### src/sv/multi_stream_dma_controller_defines.svh
// Assertion macros used by the top level of the multi-stream DMA controller RTL.
`ifndef MULTI_STREAM_DMA_CONTROLLER_DEFINES_SVH
`define MULTI_STREAM_DMA_CONTROLLER_DEFINES_SVH
`ifndef ASSERT_OFF
`define MSDMA_ASSERT(label, clk, rstn, prop) \
  label: assert property (@(posedge clk) disable iff (!rstn) prop) \
    else $error("msdma property violated");
`define MSDMA_ASSERT_NEVER(label, clk, rstn, cond) \
  label: assert property (@(posedge clk) disable iff (!rstn) !(cond)) \
    else $error("msdma forbidden condition seen");
`else
`define MSDMA_ASSERT(label, clk, rstn, prop)
`define MSDMA_ASSERT_NEVER(label, clk, rstn, cond)
`endif
`endif

### src/sv/msdma_pkg.sv
// Types, constants and helper functions of the multi-stream DMA controller.
`timescale 1ns / 1ps
package msdma_pkg;

  localparam int unsigned MapWords        = 52;
  localparam int unsigned FirstStreamWord = 4;
  localparam int unsigned WordsPerStream  = 6;
  localparam int unsigned MaxStreams      = 8;

  localparam logic [5:0] FlagGroup   = 6'b111101;
  localparam logic [5:0] EnableGroup = 6'b111110;
  localparam logic [5:0] FlagHalf    = 6'h10;
  localparam logic [5:0] FlagDone    = 6'h20;

  // Operation codes.
  localparam logic [1:0] OpWrite   = 2'd0;
  localparam logic [1:0] OpRead    = 2'd1;
  localparam logic [1:0] OpRequest = 2'd2;
  localparam logic [1:0] OpTick    = 2'd3;

  // Word codes within a stream's register group.
  localparam logic [2:0] WordCtrl   = 3'd0;
  localparam logic [2:0] WordCount  = 3'd1;
  localparam logic [2:0] WordPeriph = 3'd2;
  localparam logic [2:0] WordMem0   = 3'd3;
  localparam logic [2:0] WordMem1   = 3'd4;
  localparam logic [2:0] WordFifo   = 3'd5;

  localparam logic KindReply = 1'b0;
  localparam logic KindXfer  = 1'b1;

  // Classified input beat.
  typedef struct packed {
    logic [1:0]  opcode;
    logic [5:0]  reg_index;
    logic        lane_ok;
    logic [31:0] lane_mask;
    logic [4:0]  lane_shift;
    logic [31:0] write_data;
    logic        request_dir;
    logic [31:0] request_address;
  } item_t;

  typedef struct packed {
    logic       stream_word;
    logic [2:0] stream;
    logic [2:0] word;
  } reg_loc_t;

  typedef struct packed {
    logic [2:0]  stream;
    logic [31:0] source;
    logic [31:0] dest;
    logic [2:0]  source_bytes;
    logic [2:0]  dest_bytes;
  } cmd_t;

  typedef struct packed {
    logic        kind;
    logic [31:0] read_data;
    cmd_t        cmd;
    logic [7:0]  irq_lines;
    logic        last;
  } result_t;

  typedef struct packed {
    logic busy;
    logic emitting;
  } exec_status_t;

  // Map a word index onto a stream and a word within its group.
  function automatic reg_loc_t reg_locate(logic [5:0] idx);
    reg_loc_t   loc;
    logic [5:0] rel;
    loc = '0;
    rel = idx - 6'(FirstStreamWord);
    if (idx >= 6'(FirstStreamWord) && idx < 6'(MapWords)) begin
      loc.stream_word = 1'b1;
      for (int s = 0; s < int'(MaxStreams); s++) begin
        if (rel >= 6'(s * int'(WordsPerStream))) begin
          loc.stream = 3'(s);
          loc.word   = 3'(rel - 6'(s * int'(WordsPerStream)));
        end
      end
    end
    return loc;
  endfunction

  // Size code to bytes; the reserved code gives zero.
  function automatic logic [2:0] size_bytes(logic [1:0] code);
    logic [2:0] b;
    case (code)
      2'd0:    b = 3'd1;
      2'd1:    b = 3'd2;
      2'd2:    b = 3'd4;
      default: b = 3'd0;
    endcase
    return b;
  endfunction

  // Bit position of a stream's flag group within its status word.
  function automatic logic [4:0] group_shift(logic [2:0] s);
    logic [4:0] sh;
    sh = 5'd0;
    if (s[1]) sh = sh + 5'd16;
    if (s[0]) sh = sh + 5'd6;
    return sh;
  endfunction

endpackage

### src/sv/msdma_front.sv
// Front end: accepts beats, classifies the access lane and queues them.
`timescale 1ns / 1ps
module msdma_front (
  input  logic                 clk_i,
  input  logic                 rst_ni,
  input  logic                 in_valid_i,
  output logic                 in_stall_o,
  input  logic [1:0]           opcode_i,
  input  logic [5:0]           reg_index_i,
  input  logic [1:0]           byte_offset_i,
  input  logic [2:0]           access_bytes_i,
  input  logic [31:0]          write_data_i,
  input  logic                 request_dir_i,
  input  logic [31:0]          request_address_i,
  input  logic                 pop_i,
  output logic                 item_valid_o,
  output msdma_pkg::item_t     item_o
);

  msdma_pkg::item_t item_in;
  msdma_pkg::item_t entries_q [2];
  logic             wr_ptr_q;
  logic             rd_ptr_q;
  logic [1:0]       count_q;
  logic             push;
  logic             pop;

  // Decode the lane of the access once, at the door.
  always_comb begin
    item_in                 = '0;
    item_in.opcode          = opcode_i;
    item_in.reg_index       = reg_index_i;
    item_in.write_data      = write_data_i;
    item_in.request_dir     = request_dir_i;
    item_in.request_address = request_address_i;
    if (access_bytes_i == 3'd4) begin
      item_in.lane_ok    = 1'b1;
      item_in.lane_mask  = 32'hFFFF_FFFF;
      item_in.lane_shift = 5'd0;
    end else if (access_bytes_i == 3'd2) begin
      item_in.lane_ok    = 1'b1;
      item_in.lane_mask  = 32'h0000_FFFF;
      item_in.lane_shift = {byte_offset_i, 3'b000};
    end
  end

  assign in_stall_o   = (count_q == 2'd2);
  assign push         = in_valid_i && !in_stall_o;
  assign item_valid_o = (count_q != 2'd0);
  assign pop          = pop_i && item_valid_o;
  assign item_o       = entries_q[rd_ptr_q];

  // Two-entry queue between the bus side and the sequencer.
  always_ff @(posedge clk_i or negedge rst_ni) begin
    if (!rst_ni) begin
      wr_ptr_q <= 1'b0;
      rd_ptr_q <= 1'b0;
      count_q  <= 2'd0;
    end else begin
      if (push) begin
        wr_ptr_q <= !wr_ptr_q;
      end
      if (pop) begin
        rd_ptr_q <= !rd_ptr_q;
      end
      if (push && !pop) begin
        count_q <= count_q + 2'd1;
      end else if (pop && !push) begin
        count_q <= count_q - 2'd1;
      end
    end
  end

  always_ff @(posedge clk_i) begin
    if (push) begin
      entries_q[wr_ptr_q] <= item_in;
    end
  end

endmodule

### config.mk
export PLATFORM = sky130hd
export DESIGN_NAME = msdma_front
export DESIGN_NICKNAME = d
export VERILOG_FILES = /design/src/sv/multi_stream_dma_controller_defines.svh /design/src/sv/msdma_pkg.sv /design/src/sv/msdma_front.sv
export SDC_FILE = /design/constraint.sdc
export NUM_CORES = 1
export LEC_CHECK = 0
export BUFFER_PORTS_ARGS = -buffer_cell sky130_fd_sc_hd__buf_2
export CELL_PAD_IN_SITES_DETAIL_PLACEMENT = 1
export CELL_PAD_IN_SITES_GLOBAL_PLACEMENT = 1
export CORE_AREA = 2 2 120 122
export DETAILED_ROUTE_END_ITERATION = 7
export DIE_AREA = 0 0 122 124
export PLACE_DENSITY_LB_ADDON = 0.1
export SLEW_MARGIN = 20
export SYNTH_ARGS = -nofsm -noshare
export SYNTH_HDL_FRONTEND = slang
export SYNTH_SLANG_ARGS = --single-unit
### constraint.sdc
create_clock -name clk_i -period 9.9 [get_ports clk_i]
set_input_delay 1.98 -clock clk_i [delete_from_list [all_inputs] [get_ports clk_i]]
set_output_delay 1.98 -clock clk_i [all_outputs]
set_load 0.05 [all_outputs]
==> reports/metrics.csv, run 1 <==
metric,value,unit
status,completed,
min_period,4.481,ns
cp.arrival,2.50,ns
end_kind,primary output,
r2r_start,count_q[0],
hold_class,flop to flop,
worstSetupPathType,flop to primary output,
dpl.hpwl,7198,um
clk_latency,0.41,ns
synthTopCellsByCount,"154 x edfxtp_1, 57 x mux2_2, 34 x buf_4",
yosysSeqAreaShare,77.03,%
drv_slew,0,
grt_start_max_net_pins,78,
root_buffer,clkbuf_16,
layout-drive-gt1-share,62.47,%
path_max_fanout,55,
critPathBufInv,2,
cts_setup_buffers,0,
cp.depth,3,
gp_congestion,0.6652,
min-delay-start,count_q[1],
synth_area,0.006133,mm^2
slowest_stage,buf_4,
grt_use_met3,6.593,%
cp_data_required_time,7.92,ns
via_per_inst,4.695,
cts.sinks,158,
htreeDepth,4,
fmax,223.2,MHz
synth_top_area_share,75.40,%
row_count,43,
routed_wirelength,11000,um
grtUsageMet1,16.41,%
setup-violations-final,0,
hold_path_depth,1,
grt_util_all_layers,14.78,%
io-pin-count,195,
cp_cell_sequence,buf_4 > mux2_2 > buf_2,
critPathLaunchType,flop,
tritoncts,built,
cts_hold_buf,0,
async_flop_share,2.532,%
wl_per_cell,16.47,um
crit_path_start,rd_ptr_q,
ant_nets,0,
postSynthCellCount,299,
yosysMostFrequentCell,edfxtp_1,
clockBufferDepth,2,
die_area,0.01513,mm^2
top_usage_layer,met2,
start_util,44.71,%
final_area,0.007665,mm^2
fillers,1298,
min_period_over_period,45.26,%
max_stage_delay,0.74,ns
antenna_found_initial,3,
first_pass_iters,4,
slew_headroom,42.61,%
syn_area_per_cell,20.51,um^2
yosysUniqueCellTypes,19,
drtIter0Drc,134,
port_buffers,191,
cts_buffers,17,
synth_edf_count,154,
yosys_register_bits,158,
rsz0062_at_grt,false,
critical-path-top-delay-family,buffers and inverters,
die_width,122,um
fp.dieH,124,um
grt_pass1_wl,16370,um
synthFlopType,edfxtp_1,
vias,3136,
yosysWarnings,0,
drv_cap,0,
drc,0,
overflow,0,
use_met2,24.48,%
reg2reg_depth,4,
area_growth,24.97,%
coreArea,0.01372,mm^2
finalNetCount,555,
ctsResizeCount,0,
grt_pass1_vias,3239,
ys_top_cells_by_area,"edfxtp_1 75%, mux2_2 10%, mux2_4 4.9%, buf_4 4.2%, dfrtp_1 1.6%",
hold_viol,0,
synth_largest_area_cell,edfxtp_1,
post_dp_cell_area,0.007028,mm^2
setup-tns-final,0,ns
clkTransAtPathRegs,0.06,ns
finClkSkew,0.004444,ns
tightest_slew,0.8608,ns
state kept, by name, summed over array words and instances, names as in the netlist:
register	count
entries_q	154
wr_ptr_q	1
count_q	2
rd_ptr_q	1
cells by family after synthesis:
logic type | after synthesis | share of synthesized area [%]
DFF | 158 | 77.03
and+or+nand+nor | 11 | 1.061
adders and majority gates | 1 | 0.2040
muxes | 77 | 15.36
other | 1 | 0.06114
buffers and inverters | 45 | 5.426
xor gates and xnor gates | 6 | 0.8568
path summary, 6_finish.rpt:
| kind | endpoint | slack (ns) |
|---|---|---|
| hold / removal | count_q[1] | 0.52 |
| max in group asynchronous | rd_ptr_q | 8.38 |
| setup reg to reg | entries_q[0][23] | 7.66 |
| setup / recovery | item_o[47] | 5.42 |
| hold reg to reg | count_q[1] | 0.52 |
| min in group asynchronous | wr_ptr_q | 1.37 |
metal layers:
metal / part of all wire (%) / vias to the layer above
li1: - / 1461
met1: 40 / 1520
met2: 48 / 135
met3: 11 / 18
met4: 1.5 / 2
met5: 0.073 / -
metrics by stage:
step	utilization [%]	instances	worst slack (ns)	hold slack, ns
6_report	55.87	668	5.419	0.5187
5_1_grt	55.83	666	5.249	0.5496
4_1_cts	55.47	663	5.350	0.5176
3_5_place_dp	51.23	631	5.746	0.5003
3_3_place_gp	51.23	631	5.770	0.4788
2_1_floorplan	-	301	4.106	0.4559
area by class of cell:
class                           instances  area (um^2)  area share, %
Clock buffer                           20        436.7          5.697
Multi-Input combinational cell         98         1096          14.30
Antenna cell                            3        7.507        0.09794
Timing Repair Buffer                  195         1018          13.29
Inverter                                2        7.507        0.09794
Sequential cell                       158         4728          61.69
Clock inverter                         12        145.1          1.894
Tap cell                              180        225.2          2.938
worst register-to-register path, cell delays in order (launching register included):
cell      delay (ns)
dfrtp_1         0.42
nand2b_1        0.20
nand2_1         0.16
nor2_4          0.49
buf_4           0.59
placed cells by master, fill, tap and decap left out:
| cell | instances |
|---|---|
| and3_4 | 1 |
| buf_12 | 1 |
| buf_16 | 1 |
| buf_2 | 191 |
| buf_4 | 2 |
| bufinv_16 | 3 |
| clkbuf_1 | 3 |
| clkbuf_16 | 17 |
| clkinv_1 | 2 |
| clkinv_2 | 3 |
| clkinv_4 | 2 |
| clkinvlp_4 | 2 |
| conb_1 | 3 |
| dfrtp_1 | 3 |
| dfrtp_4 | 1 |
| diode_2 | 3 |
| edfxtp_1 | 154 |
| ha_1 | 1 |
| inv_1 | 2 |
| mux2_2 | 57 |
| mux2_4 | 20 |
| nand2_1 | 2 |
| nand2b_1 | 1 |
| nor2_1 | 2 |
| nor2_4 | 1 |
| nor3b_1 | 1 |
| nor4bb_1 | 2 |
| or2_2 | 1 |
| xnor2_1 | 4 |
| xor2_1 | 2 |
Power of run 1 is left out: the tool's default activity adds up to more than one toggle a clock period on the data nets, which glitch-free logic cannot reach.
==> run 2, diff against run 1 <==
CORE_AREA = 2 2 124 126   (was 2 2 120 122)
DIE_AREA = 0 0 126 128   (was 0 0 122 124)
clock period = 4.26 ns   (was 9.9 ns; I/O delays follow)
==> reports/metrics.csv, run 2 (synthesized netlist as in run 1, its figures left out) <==
metric,value,unit
status,completed,
drtIter0Drc,153,
fillers,1439,
cts_hold_buf,0,
drc,0,
cts_buffers,17,
grt_util_all_layers,14.51,%
regMostFlops,entries_q,
gp_congestion,0.7247,
first_pass_iters,4,
min_period,3.059,ns
tritoncts,built,
path_max_fanout,45,
overflow,0,
post_dp_cell_area,0.007086,mm^2
die_width,126,um
rsz0062_at_grt,false,
slowest_stage,dfrtp_4,
drv_cap,0,
grt_start_max_net_pins,46,
cp.arrival,2.21,ns
finalNetCount,555,
wl_per_cell,16.86,um
via_per_inst,4.624,
hold_viol,0,
fp.dieH,128,um
worstSetupPathType,flop to primary output,
ant_nets,0,
clk_latency,0.42,ns
final_common_cell,buf_2,
tightest_slew,0.5954,ns
cp_cell_sequence,buf_12 > mux2_2 > buf_2,
die_area,0.01613,mm^2
htreeDepth,4,
critical-path-top-delay-family,flip-flops,
clkTransAtPathRegs,0.06,ns
drv_slew,0,
final_area,0.007689,mm^2
slew_headroom,60.30,%
reg2reg_depth,3,
finClkSkew,0.006505,ns
coreArea,0.01486,mm^2
ff2ff_setup_slack,2.50,ns
grt_pass1_vias,3328,
top_regs,"entries_q: 154 flops, count_q: 2 flops",
area_growth,25.36,%
root_buffer,clkbuf_16,
routed_wirelength,11350,um
fmax,326.9,MHz
layout_common_cells,"191 x buf_2, 154 x edfxtp_1, 57 x mux2_2, 20 x mux2_4, 17 x clkbuf_16",
ctsResizeCount,0,
setup-violations-final,0,
dpl.hpwl,7706,um
critPathLaunchType,flop,
antenna_found_initial,1,
cts.sinks,158,
min_period_over_period,71.82,%
critPathBufInv,2,
worst_hold_slack,0.2306,ns
io-pin-count,195,
port_buffers,191,
grt_pass1_wl,17200,um
hold_class,input pin to async pin,
clockBufferDepth,2,
end_kind,primary output,
fin_util,51.73,%
row_count,45,
largest_reg_flops,154,
n_antenna_cell,0,
start_util,41.26,%
vias,3112,
layout-drive-gt1-share,62.47,%
cp_data_required_time,3.41,ns
setup-tns-final,0,ns
max_stage_delay,0.80,ns
cts_setup_buffers,0,
cp.depth,3,
[run 2: cell types whose count changed in the layout (fill, tap and decap cells not counted)]
| cell | before | now |
|---|---|---|
| clkbuf_1 | 3 | 2 |
| clkinv_4 | 2 | 0 |
| inv_6 | 0 | 1 |
| bufinv_16 | 3 | 4 |
| clkinv_1 | 2 | 3 |
| diode_2 | 3 | 0 |
[run 2: cell type report]
type | count | area [um^2] | share of cell area, %
flip-flops and latches | 158 | 4728 | 61.50
clock buffers | 19 | 432.9 | 5.631
inverters | 2 | 7.507 | 0.09764
well taps | 188 | 235.2 | 3.059
repair buffers | 195 | 1018 | 13.25
multi-input cells | 98 | 1096 | 14.26
clock inverters | 13 | 170.2 | 2.213
[run 2: worst register-to-register path: stages, from the launching register on]
cell	delay, ns
dfrtp_1	0.40
nand2b_1	0.18
and3_4	0.54
buf_16	0.31
[run 2: per-layer routing]
layer	track usage, %	wire length (um)	vias up
li1	-	-	1451
met1	16.33	4429	1513
met2	23.97	5766	125
met3	5.760	889	21
met4	7.563	252	2
met5	0	8	-
[run 2: worst paths after layout]
| kind | from | end |
|---|---|---|
| worst max-delay path | rd_ptr_q | item_o[18] |
| worst min-delay path | rst_ni | count_q[0] |
| worst max register to register | count_q[0] | entries_q[1][35] |
| worst min register to register | count_q[1] | count_q[1] |
| max in group asynchronous | rst_ni | rd_ptr_q |
| min in group clk_i | count_q[1] | count_q[1] |
[run 2: through the flow]
step	cells	worst slack, ns
2_1_floorplan	301	0.8855
3_3_place_gp	640	1.600
3_5_place_dp	641	1.602
4_1_cts	673	1.138
5_1_grt	673	1.082
6_report	673	1.201
Power of run 2 is left out for the same reason.
